**src/rtl/chkvt_pkg.sv**
```systemverilog
// Package: sizes, codes and control/status bundles of the chained hash table.
`timescale 1ns / 1ps

package chkvt_pkg;

    // Table geometry (both counts are powers of two)
    localparam int BUCKETS = 1024;
    localparam int ENTRIES = 1024;
    localparam int BKT_W   = $clog2(BUCKETS);
    localparam int SLOT_W  = $clog2(ENTRIES);
    localparam int LINK_W  = SLOT_W + 1;
    localparam int CLR_N   = (BUCKETS > ENTRIES) ? BUCKETS : ENTRIES;
    localparam int CLR_W   = $clog2(CLR_N);
    localparam int KEY_W   = 32;
    localparam int VAL_W   = 32;

    typedef logic [LINK_W-1:0] t_link;
    typedef logic [SLOT_W-1:0] t_slot;
    typedef logic [BKT_W-1:0]  t_bkt;

    // Empty link marks the end of a chain
    localparam t_link NIL_LINK = LINK_W'(ENTRIES);

    typedef enum logic [1:0] {
        CMD_INSERT = 2'd0,
        CMD_REMOVE = 2'd1,
        CMD_FIND   = 2'd2,
        CMD_NOP    = 2'd3
    } t_cmd;

    typedef enum logic [1:0] {
        ST_OK        = 2'd0,
        ST_NOT_FOUND = 2'd1,
        ST_POOL_FULL = 2'd2
    } t_status;

    typedef enum logic [1:0] {
        RES_NOT_FOUND,
        RES_POOL_FULL,
        RES_FOUND
    } t_res_sel;

    typedef enum logic [2:0] {
        S_CLEAR,
        S_IDLE,
        S_INS,
        S_HEAD,
        S_CMP,
        S_DONE
    } t_state;

    // Commands from the controller to the datapath
    typedef struct packed {
        logic     clr_step;
        logic     accept;
        logic     ins_commit;
        logic     head;
        logic     step;
        logic     set_res;
        t_res_sel res_sel;
        logic     load_out;
    } t_dp_cmd;

    // Status from the datapath to the controller
    typedef struct packed {
        t_cmd cmd;
        logic clr_done;
        logic pool_empty;
        logic head_nil;
        logic hit;
        logic next_nil;
        logic out_free;
    } t_dp_stat;

    function automatic logic link_valid(input t_link l);
        return l < NIL_LINK;
    endfunction

endpackage

```
**src/rtl/chkvt_ctrl.sv**
```systemverilog
// Controller: state machine that sequences clear, insert, chain walk and response.
`timescale 1ns / 1ps

module chkvt_ctrl import chkvt_pkg::*; (
    input  logic     i_clk,
    input  logic     i_rst_n,
    input  logic     i_req_valid,
    input  t_cmd     i_req_cmd,
    output logic     o_req_ready,
    input  t_dp_stat i_stat,
    output t_dp_cmd  o_cmd
);

    t_state r_state;
    t_state n_state;

    // Hold the state register
    always_ff @(posedge i_clk) begin
        if (!i_rst_n) begin
            r_state <= S_CLEAR;
        end else begin
            r_state <= n_state;
        end
    end

    // Decide next state and datapath commands
    always_comb begin
        n_state     = r_state;
        o_cmd       = '0;
        o_req_ready = 1'b0;
        case (r_state)
            S_CLEAR: begin
                o_cmd.clr_step = 1'b1;
                if (i_stat.clr_done) begin
                    n_state = S_IDLE;
                end
            end
            S_IDLE: begin
                o_req_ready = 1'b1;
                if (i_req_valid) begin
                    o_cmd.accept = 1'b1;
                    case (i_req_cmd)
                        CMD_INSERT: n_state = S_INS;
                        CMD_REMOVE: n_state = S_HEAD;
                        CMD_FIND:   n_state = S_HEAD;
                        default:    n_state = S_DONE;
                    endcase
                end
            end
            S_INS: begin
                if (i_stat.pool_empty) begin
                    o_cmd.set_res = 1'b1;
                    o_cmd.res_sel = RES_POOL_FULL;
                end else begin
                    o_cmd.ins_commit = 1'b1;
                end
                n_state = S_DONE;
            end
            S_HEAD: begin
                o_cmd.head = 1'b1;
                if (i_stat.head_nil) begin
                    if (i_stat.cmd == CMD_FIND) begin
                        o_cmd.set_res = 1'b1;
                        o_cmd.res_sel = RES_NOT_FOUND;
                    end
                    n_state = S_DONE;
                end else begin
                    n_state = S_CMP;
                end
            end
            S_CMP: begin
                if (i_stat.cmd == CMD_FIND) begin
                    if (i_stat.hit) begin
                        o_cmd.set_res = 1'b1;
                        o_cmd.res_sel = RES_FOUND;
                        n_state       = S_DONE;
                    end else if (i_stat.next_nil) begin
                        o_cmd.set_res = 1'b1;
                        o_cmd.res_sel = RES_NOT_FOUND;
                        n_state       = S_DONE;
                    end else begin
                        o_cmd.step = 1'b1;
                    end
                end else begin
                    // Remove visits every entry of the chain
                    o_cmd.step = 1'b1;
                    if (i_stat.next_nil) begin
                        n_state = S_DONE;
                    end
                end
            end
            S_DONE: begin
                if (i_stat.out_free) begin
                    o_cmd.load_out = 1'b1;
                    n_state        = S_IDLE;
                end
            end
            default: begin
                n_state = S_CLEAR;
            end
        endcase
    end

endmodule

```
**config.mk**
```make
export PLATFORM = sky130hd
export DESIGN_NAME = chkvt_ctrl
export DESIGN_NICKNAME = d
export VERILOG_FILES = /design/src/rtl/chkvt_pkg.sv /design/src/rtl/chkvt_ctrl.sv
export SDC_FILE = /design/constraint.sdc
export NUM_CORES = 1
export LEC_CHECK = 0
export BUFFER_PORTS_ARGS = -buffer_cell sky130_fd_sc_hd__buf_2
export CORE_AREA = 2 2 39 41
export DETAILED_ROUTE_END_ITERATION = 8
export DIE_AREA = 0 0 41 43
export GPL_TIMING_DRIVEN = 0
export SYNTH_ARGS = -nofsm -noshare
export SYNTH_HDL_FRONTEND = slang
export SYNTH_SLANG_ARGS = --single-unit
export TNS_END_PERCENT = 100
```
**constraint.sdc**
```tcl
create_clock -name i_clk -period 2.4 [get_ports i_clk]
set_clock_uncertainty 0.15 [all_clocks]
set_input_delay 0.72 -clock i_clk [delete_from_list [all_inputs] [get_ports i_clk]]
set_output_delay 0.72 -clock i_clk [all_outputs]
set_load 0.1 [all_outputs]
```
Word level (Yosys, flattened, before mapping)
Cells that the tools add are included.
- bits in registers: 3
- bits of input ports: 13
- output and inout port bits: 10
- word-level logic and storage cells: 45
- eq/ne operators: 11
- mux-type cells: 29
- reductions and logical operators: 4
- operators with widths (operator ; number):
    3-bit 2-to-1 mux ; 12
    3-bit one-hot mux with 6 select lines ; 1
    1-bit 2-to-1 mux ; 14
    3-bit one-hot mux with 3 select lines ; 1
    3-bit by 2-bit == test with 1-bit output (second input constant) ; 2
    3-bit == test (second input constant) ; 2
    2-bit inequality test (second input constant) ; 3
    3-bit one-hot mux with 2 select lines ; 1
    2-bit == test (second input constant) ; 2
    3-bit by 1-bit == test with 1-bit output (second input constant) ; 1
    3-bit logical NOT ; 1
    3-bit AND reduction ; 1
    2-bit by 1-bit == test with 1-bit output (second input constant) ; 1
    2-bit logical NOT ; 1
    2-bit OR reduction ; 1

Depth between registers and ports, before layout
Gate-level depths: netlist of run 1.
- depth in word-level cells: 5
- depth in mapped cells: 5
- gate-level depth less buffers: 4

Worst setup path after synthesis of run 1
No wires, ideal clock.
- path kind: flip-flop to output port
- start: register r_state[1]
- end: output port o_cmd[7] (netlist name)
- data arrival time: 2704 ps
- required time: 1530 ps
- slack: -1174 ps
- stages on the path, launching flop included: 4
- buffers on the path: 1
- cells stage by stage: dfxtp_1 buf_2 nor2_1 and2_1
- RTL lines (element ; line ; RTL):
    from (decl) ; chkvt_ctrl.sv:14 ; t_state r_state;
    from (signal assigned) ; chkvt_ctrl.sv:22 ; r_state <= n_state;
    to (decl) ; chkvt_ctrl.sv:11 ; output t_dp_cmd o_cmd

==> results of run 1 <==
critical path, cell delays in order (launching register included):
cell	delay (ns)
dfxtp_2	0.32
buf_6	0.12
or3_4	0.43
o2bb2ai_4	0.16
a21o_4	0.14
buf_12	0.16
area by class of cell:
class	count	area [um2]
Buffer	2	16.3
Inverter	1	6.26
Multi-Input combinational cell	37	302
Clock buffer	4	26.3
Timing Repair Buffer	28	193
Fill cell	152	758
Sequential cell	3	62.6
Tap cell	16	20.0
cells by family after synthesis:
kind of cell	Yosys count	synth area share, %
flops	3	17.7
simple gates	25	41.7
mux	1	2.95
compound gates	11	29.5
buf+inv	4	8.12
cell usage in the layout, fill, tap and decap left out:
cell,count
nor2_4,2
inv_4,1
buf_12,1
and3_2,2
clkbuf_4,5
dfxtp_2,2
nand4b_1,1
nand4_1,1
nor2b_1,1
a2111oi_0,1
a2111oi_2,1
buf_6,3
nand2b_1,3
a221o_2,1
o21ai_1,1
nor2_1,2
o41ai_1,1
o32a_1,1
buf_4,8
buf_2,16
nor2b_2,1
and2_1,1
a21oi_1,1
and2_2,1
a41oi_1,1
nor3_2,1
and4b_2,1
mux2i_1,1
a21o_4,1
clkbuf_1,1
nand2_1,5
dfxtp_1,1
nor2_2,2
o21ai_0,1
o2bb2ai_4,1
or3_4,1
metrics by stage:
stage               area [um2]  TNS (ns)  hold WS (ns)
finish                     626   -0.0349         0.455
CTS                        608   -0.0323         0.464
global placement           504    -0.363         0.438
detailed placement         504    -0.427         0.445
global route               626   -0.0658         0.471
floorplan                  374    -0.493         0.399
where the power goes:
group,switching [mW],internal (mW),leakage [nW]
registers,0.0135,0.0632,0.0253
clock network,0.0241,0.0621,0.0150
logic,0.282,0.128,0.235
per-layer routing:
| layer | global-route usage (%) | up-vias | part of all wire [%] |
|---|---|---|---|
| li1 | - | 225 | - |
| met1 | 12.1 | 203 | 40 |
| met2 | 18.8 | 16 | 55 |
| met3 | 0 | 0 | 5.8 |
| met4 | 10.0 | 0 | 0 |
| met5 | 0 | - | 0 |
worst min-delay path by stage:
stage / startpoint / end / slack (ns) / depth (start not counted)
3_3_place_gp: r_state[0]$_SDFFE_PN0P_ / r_state[1]$_SDFFE_PN0P_ / 0.44 / 2
6_report: r_state[0]$_SDFFE_PN0P_ / r_state[1]$_SDFFE_PN0P_ / 0.45 / 2
5_1_grt: r_state[0]$_SDFFE_PN0P_ / r_state[1]$_SDFFE_PN0P_ / 0.47 / 2
2_1_floorplan: r_state[0]$_SDFFE_PN0P_ / r_state[1]$_SDFFE_PN0P_ / 0.40 / 2
3_5_place_dp: r_state[0]$_SDFFE_PN0P_ / r_state[1]$_SDFFE_PN0P_ / 0.45 / 2
4_1_cts: r_state[0]$_SDFFE_PN0P_ / r_state[1]$_SDFFE_PN0P_ / 0.46 / 2
timing repair:
item                                    4_1_cts  5_1_grt
gates resized for setup                      15        3
endpoints found under the setup margin        4        3
setup buffers                                 3        3
pin swaps                                     1        3
==> run_results.csv, run 1 <==
group,metric,value,unit
place,dp_cells,82,
clock_tree,htree_levels,1,
run_status,violations,"negative setup slack",
sta,timing.final.crit_period,2.43,ns
clock_tree,clk_pin_slew,0.03,ns
grt,antenna_found_initial,0,
setup_path,crit_fanout,5,
synth,synth_area_leaders,"dfxtp_1, nor2_1, nand2_1",
die,core-area,1380,um2
sta,setup_slack,-0.0349,ns
clock_tree,cts_made_buffers,3,
place,place_ws,-0.185,ns
clock_tree,insertion_delay,0.23,ns
die,die_h,43,um
cells_and_area,utilization,45.2,%
pwr,ir_drop,0.000435,V
job,cap_violations,0,
clock_tree,cts_tree,"built",
synth,synth_seq_cells,3,
pwr,p_leak,0.275,nW
route,drc_errors,0,
synth,syn_inst,44,
setup_path,regToRegEndpoint,"r_state[1]$_SDFFE_PN0P_",
sta,worst_slew_pin_slew,0.483,ns
cells_and_area,instances_no_fill,91,
route,wl_per_cell,11.5,um
sta,hold_viol,0,
cells_and_area,n_antenna_cell,0,
clock_tree,cts_buffer_depth,2,
synth,synth_nets,57,
pwr,power_density,916,nW/um2
sta,rsz0062_at_grt,"true",
setup_path,critPathKind,"reg -> out",
place,place_congestion,0.758,
synth,synthTopCellsByCount,"nor2_1, nand2_1, dfxtp_1, nand2b_1",
setup_path,worst-endpoint-arrival,1.56,ns
clock_tree,root_buffer,"clkbuf_4",
min_path,hp-class,"reg -> reg",
setup_path,start_kind,"flop",
die,row_count,14,
clock_tree,cts_hold_buf,0,
setup_path,rr_startpoint,"r_state[2]$_SDFFE_PN0P_",
grt,grt_pass1_vias,364,
setup_path,required,1.53,ns
cells_and_area,regMostFlops,"r_state",
sta,period_share,101,%
run_status,status,"finished with violations",
setup_path,r2r_setup_slack,0.88,ns
route,drtAntennaViolNets,0,
synth,ys.warnings.count,0,
place,io_buffers,22,
synth,synth_top_area_share,17.7,%
synth,seq_area_frac_synth,17.7,%
die,die_area,1760,um2
route,finalWirelength,1040,um
cells_and_area,num-nets-final,89,
synth,synth_cell_type_count,28,
route,drtIter0Drc,3,
synth,async_reset_ff_share,0,%
grt,grt_util_all_layers,11.3,%
sta,timing.fmax,411,MHz
route,drt-vias-per-instance,4.88,
route,dr.pass1.iters,4,
clock_tree,cts.sinks,3,
sta,setup_viol,1,
cells_and_area,syn_to_final_growth,84.5,%
cells_and_area,top_regs,"r_state (3)",
pwr,p_total,0.573,mW
sta,finalMaxSlewViolations,0,
sta,slew_headroom,68.0,%
die,io_pins,23,
grt,grt_pass1_wl,1340,um
route,vias,444,
setup_path,crit_end,"o_cmd[3]",
setup_path,critical_path.startpoint,"r_state[0]$_SDFFE_PN0P_",
setup_path,r2r_cells,6,
die,die_w,41,um
cells_and_area,largest_register_ff_count,3,
die,initial_core_util,24.5,%
grt,overflow,0,
grt,grt_max_degree,11,
synth,post-synth-top-count-cell,"nor2_1",
synth,synth-edff-count,0,
synth,synth_top_cell_by_area,"dfxtp_1",
place,hpwlAfterDp,718,um
synth,syn_area_per_cell,7.71,um2
synth,synth_flop_cell,"dfxtp_1",
synth,synth.cell_area,339,um2
setup_path,endpoint_kind,"primary output",
cells_and_area,final_layout_size_suffix_gt1_share,68.0,%
(Power assumes the default switching activity.)
==> run 2: changes to the inputs <==
--- a/config.mk
+++ b/config.mk
@@ -5,11 +5,12 @@
 export SDC_FILE = /design/constraint.sdc
 export NUM_CORES = 1
 export LEC_CHECK = 0
-export BUFFER_PORTS_ARGS = -buffer_cell sky130_fd_sc_hd__buf_2
+export BUFFER_PORTS_ARGS = -buffer_cell sky130_fd_sc_hd__buf_4
 export CORE_AREA = 2 2 39 41
 export DETAILED_ROUTE_END_ITERATION = 8
 export DIE_AREA = 0 0 41 43
 export GPL_TIMING_DRIVEN = 0
+export PLACE_DENSITY = 0.62
 export SYNTH_ARGS = -nofsm -noshare
 export SYNTH_HDL_FRONTEND = slang
 export SYNTH_SLANG_ARGS = --single-unit
==> run_results.csv, run 2 (synthesis results as in run 1) <==
group,metric,value,unit
pwr,ir_drop,0.000413,V
cells_and_area,top_regs,"r_state (3)",
sta,timing.fmax,424,MHz
setup_path,critPathKind,"reg -> out",
sta,rsz0062_at_grt,"true",
route,wl_per_cell,11.5,um
sta,timing.final.crit_period,2.36,ns
grt,overflow,0,
die,die_h,43,um
pwr,power_switching,0.318,mW
setup_path,crit_fanout,3,
pwr,pwr-share-comb,69.2,%
cells_and_area,syn_to_final_growth,90.8,%
pwr,netSwitchingFraction,55.9,%
cells_and_area,stdcell_area,647,um2
clock_tree,insertion_delay,0.24,ns
place,place_congestion,0.777,
die,die_w,41,um
setup_path,start_kind,"flop",
route,dr.pass1.iters,4,
place,dp_cells,82,
grt,grt_pass1_wl,1400,um
cells_and_area,layout_common_cells,"buf_4, nand2_1, nand2b_1, nor2_2, clkbuf_4",
grt,antenna_found_initial,0,
die,initial_core_util,24.5,%
die,die_area,1760,um2
clock_tree,cts_tree,"built",
clock_tree,cts_hold_buf,0,
cells_and_area,largest_register_ff_count,3,
sta,finalMaxSlewViolations,0,
sta,fin_tns_setup,0,ns
route,drc_errors,0,
clock_tree,cts.sinks,3,
cells_and_area,n_antenna_cell,0,
route,finalWirelength,1010,um
clock_tree,cts_buffer_depth,2,
pwr,power_density,879,nW/um2
route,drtIter0Drc,9,
setup_path,required,1.53,ns
pwr,p_leak,0.272,nW
clock_tree,cts_made_buffers,3,
job,cap_violations,0,
pwr,cellInternalPower,0.251,mW
cells_and_area,utilization,46.7,%
grt,grt_util_all_layers,12.2,%
cells_and_area,instances_no_fill,88,
sta,hold_viol,0,
clock_tree,htree_levels,1,
route,drt-vias-per-instance,5.01,
die,core-area,1380,um2
sta,setup_viol,0,
sta,period_share,98.4,%
setup_path,worst-endpoint-arrival,1.49,ns
pwr,pwr-share-clk,15.9,%
clock_tree,clk_pin_slew,0.04,ns
grt,grt_pass1_vias,402,
cells_and_area,final_layout_size_suffix_gt1_share,69.4,%
die,io_pins,23,
place,placed_area,559,um2
sta,worst_slew_pin_slew,0.407,ns
grt,grt_max_degree,13,
place,hpwlAfterDp,721,um
cells_and_area,regMostFlops,"r_state",
sta,slew_headroom,72.2,%
pwr,p_seq_share,14.9,%
cells_and_area,num-nets-final,86,
min_path,hp-class,"reg -> reg",
setup_path,endpoint_kind,"primary output",
run_status,status,"finished, final reports clean",
route,drtAntennaViolNets,0,
cells_and_area,final_common_cell,"buf_4",
place,io_buffers,22,
die,row_count,14,
route,vias,441,
clock_tree,root_buffer,"clkbuf_4",
## run 2: cell types whose count changed in the layout (fill, tap and decap cells not counted), sizes merged
cell	previous run	this run
buf	28	27
clkbuf	6	4
## run 2: power by group through the flow
stage	clock (mW)	combinational, mW	sequential, mW
CTS	0.0943	0.379	0.0850
floorplan	0	0.304	0.0712
finish	0.0906	0.393	0.0847
global route	0.0994	0.410	0.0872
global placement	0	0.377	0.0734
detailed placement	0	0.375	0.0745
## run 2: metal layers
layer,GRT usage [%],part of all wire [%]
met1,11.8,37
met2,19.1,51
met3,3.14,10
met4,12.0,1.9
met5,0,0
## run 2: final timing paths
kind              depth (start not counted)  slack [ns]               startpoint                 endpoint
setup reg to reg                          5        0.93  r_state[2]$_SDFFE_PN0P_  r_state[1]$_SDFFE_PN0P_
hold / removal                            2        0.40  r_state[0]$_SDFFE_PN0P_  r_state[0]$_SDFFE_PN0P_
hold reg to reg                           2        0.40  r_state[0]$_SDFFE_PN0P_  r_state[0]$_SDFFE_PN0P_
setup / recovery                          5        0.04  r_state[2]$_SDFFE_PN0P_                 o_cmd[3]
## run 2: layout make-up
| cell class | count | area [um2] |
|---|---|---|
| sequential | 3 | 67.6 |
| multi-input combinational | 37 | 307 |
| tap | 16 | 20.0 |
| inverter | 1 | 6.26 |
| clock buffer | 4 | 26.3 |
| fill | 149 | 737 |
| timing repair buffer | 26 | 215 |
| buffer | 1 | 5.00 |
## run 2: critical path: stages, from the launching register on
cell       delay, ns
dfxtp_4         0.36
inv_4           0.03
or3_4           0.41
o2bb2ai_4       0.16
a21o_4          0.13
buf_12          0.16
## run 2: timing repair
item	4_1_cts	5_1_grt
pin swaps	1	3
setup buffers	2	2
endpoints found under the setup margin	3	3
gates resized for setup	8	5
gates cloned	0	0
## run 2: through the flow
stage	hold WS, ns	setup WS (ns)	total power, mW
global placement	0.438	-0.0611	0.450
detailed placement	0.444	-0.0792	0.450
CTS	0.520	-0.0390	0.558
floorplan	0.399	-0.434	0.375
global route	0.414	-0.0125	0.596
finish	0.396	0.0391	0.568
==> run 3: changes to the inputs <==
--- a/config.mk
+++ b/config.mk
@@ -7,10 +7,11 @@
 export LEC_CHECK = 0
 export BUFFER_PORTS_ARGS = -buffer_cell sky130_fd_sc_hd__buf_4
 export CORE_AREA = 2 2 39 41
+export CTS_CLUSTER_DIAMETER = 40
 export DETAILED_ROUTE_END_ITERATION = 8
 export DIE_AREA = 0 0 41 43
 export GPL_TIMING_DRIVEN = 0
-export PLACE_DENSITY = 0.62
+export PLACE_DENSITY = 0.61
 export SYNTH_ARGS = -nofsm -noshare
 export SYNTH_HDL_FRONTEND = slang
 export SYNTH_SLANG_ARGS = --single-unit
==> run_results.csv, run 3 (synthesis results as in run 1) <==
group,metric,value,unit
place,hpwlAfterDp,759,um
sta,timing.final.crit_period,2.36,ns
cells_and_area,num-nets-final,84,
grt,grt_util_all_layers,13.4,%
die,io_pins,23,
place,place_congestion,0.757,
die,core-area,1380,um2
grt,overflow,0,
cells_and_area,syn_to_final_growth,85.2,%
pwr,power_density,880,nW/um2
clock_tree,insertion_delay,0.23,ns
grt,antenna_found_initial,0,
cells_and_area,largest_register_ff_count,3,
pwr,p_leak,0.262,nW
die,die_area,1760,um2
cells_and_area,final_common_cell,"buf_4",
die,die_w,41,um
grt,grt_max_degree,13,
cells_and_area,final_layout_size_suffix_gt1_share,68.6,%
min_path,hp-class,"reg -> reg",
clock_tree,root_buffer,"clkbuf_4",
clock_tree,cts_hold_buf,0,
route,drc_errors,0,
sta,hold_viol,0,
route,drt-vias-per-instance,4.98,
die,die_h,43,um
place,dp_cells,82,
route,dr.pass1.iters,4,
die,row_count,14,
job,cap_violations,0,
setup_path,worst-endpoint-arrival,1.49,ns
route,wl_per_cell,11.7,um
setup_path,start_kind,"flop",
setup_path,crit_fanout,12,
grt,grt_pass1_vias,404,
pwr,ir_drop,0.000469,V
run_status,status,"finished, final reports clean",
sta,setup_viol,0,
cells_and_area,layout_common_cells,"buf_4, nand2_1, clkbuf_4, nand2b_1, nor2_2",
place,io_buffers,22,
route,finalWirelength,1010,um
setup_path,critPathKind,"reg -> out",
grt,grt_pass1_wl,1560,um
pwr,p_total,0.553,mW
route,drtIter0Drc,7,
sta,worst_slew_pin_slew,0.402,ns
clock_tree,htree_levels,1,
sta,slew_headroom,72.5,%
clock_tree,cts_tree,"built",
sta,period_share,98.4,%
setup_path,endpoint_kind,"primary output",
route,vias,428,
cells_and_area,top_regs,"r_state (3)",
cells_and_area,n_antenna_cell,0,
clock_tree,cts_buffer_depth,2,
clock_tree,cts_made_buffers,3,
clock_tree,cts.sinks,3,
sta,fin_hold_ws,0.421,ns
setup_path,required,1.53,ns
cells_and_area,regMostFlops,"r_state",
cells_and_area,instances_no_fill,86,
route,drtAntennaViolNets,0,
sta,timing.fmax,423,MHz
sta,rsz0062_at_grt,"true",
sta,finalMaxSlewViolations,0,
die,initial_core_util,24.5,%
clock_tree,clk_pin_slew,0.04,ns
==> run 3: worst max-delay path, cell delays in order, from the launching register on <==
cell       delay, ns
dfxtp_4         0.37
or3_4           0.45
o2bb2ai_4       0.13
a21o_4          0.14
buf_12          0.16
==> run 3: per-layer routing <==
layer  global-route usage, %  wire [um]
met1                    14.0        396
met2                    21.6        505
met3                    6.28         86
met4                    6.00         19
met5                       0          0
==> run 3: what timing repair did <==
action | CTS | global route
gates resized for setup | 9 | 3
pin swaps | 3 | 3
buffers inserted | 2 | 0
endpoints found under the setup margin | 3 | 3
==> run 3: through the flow <==
stage / instance area (um2) / util (%) / TNS, ns / setup WS (ns)
after global routing: 628 / 45.4 / -0.00936 / -0.00936
after global placement: 559 / 40.4 / -0.116 / -0.0647
final: 628 / 45.4 / 0 / 0.0373
after floorplan: 374 / - / -0.493 / -0.434
after CTS: 632 / 45.7 / -0.0520 / -0.0520
after detailed placement: 559 / 40.4 / -0.142 / -0.104
==> run 3: final cells by class <==
cell class / count / area, um2
Multi-Input combinational cell: 37 / 307
Inverter: 1 / 6.26
Buffer: 1 / 7.51
Timing Repair Buffer: 24 / 196
Sequential cell: 3 / 65.1
Clock buffer: 4 / 26.3
Fill cell: 144 / 756
Tap cell: 16 / 20.0
==> run 3: worst paths after layout <==
kind / start / end / slack (ns) / cells past startpoint
setup / recovery: r_state[0]$_SDFFE_PN0P_ / o_cmd[3] / 0.04 / 4
hold / removal: r_state[0]$_SDFFE_PN0P_ / r_state[0]$_SDFFE_PN0P_ / 0.42 / 2
setup reg to reg: r_state[2]$_SDFFE_PN0P_ / r_state[1]$_SDFFE_PN0P_ / 0.90 / 5
hold reg to reg: r_state[0]$_SDFFE_PN0P_ / r_state[0]$_SDFFE_PN0P_ / 0.42 / 2
==> run 3: power by group <==
group | internal (mW) | switching, mW | leakage, nW | total (mW)
Clock | 0.0624 | 0.0271 | 0.0150 | 0.0894
Combinational | 0.110 | 0.262 | 0.221 | 0.372
Sequential | 0.0652 | 0.0261 | 0.0256 | 0.0914
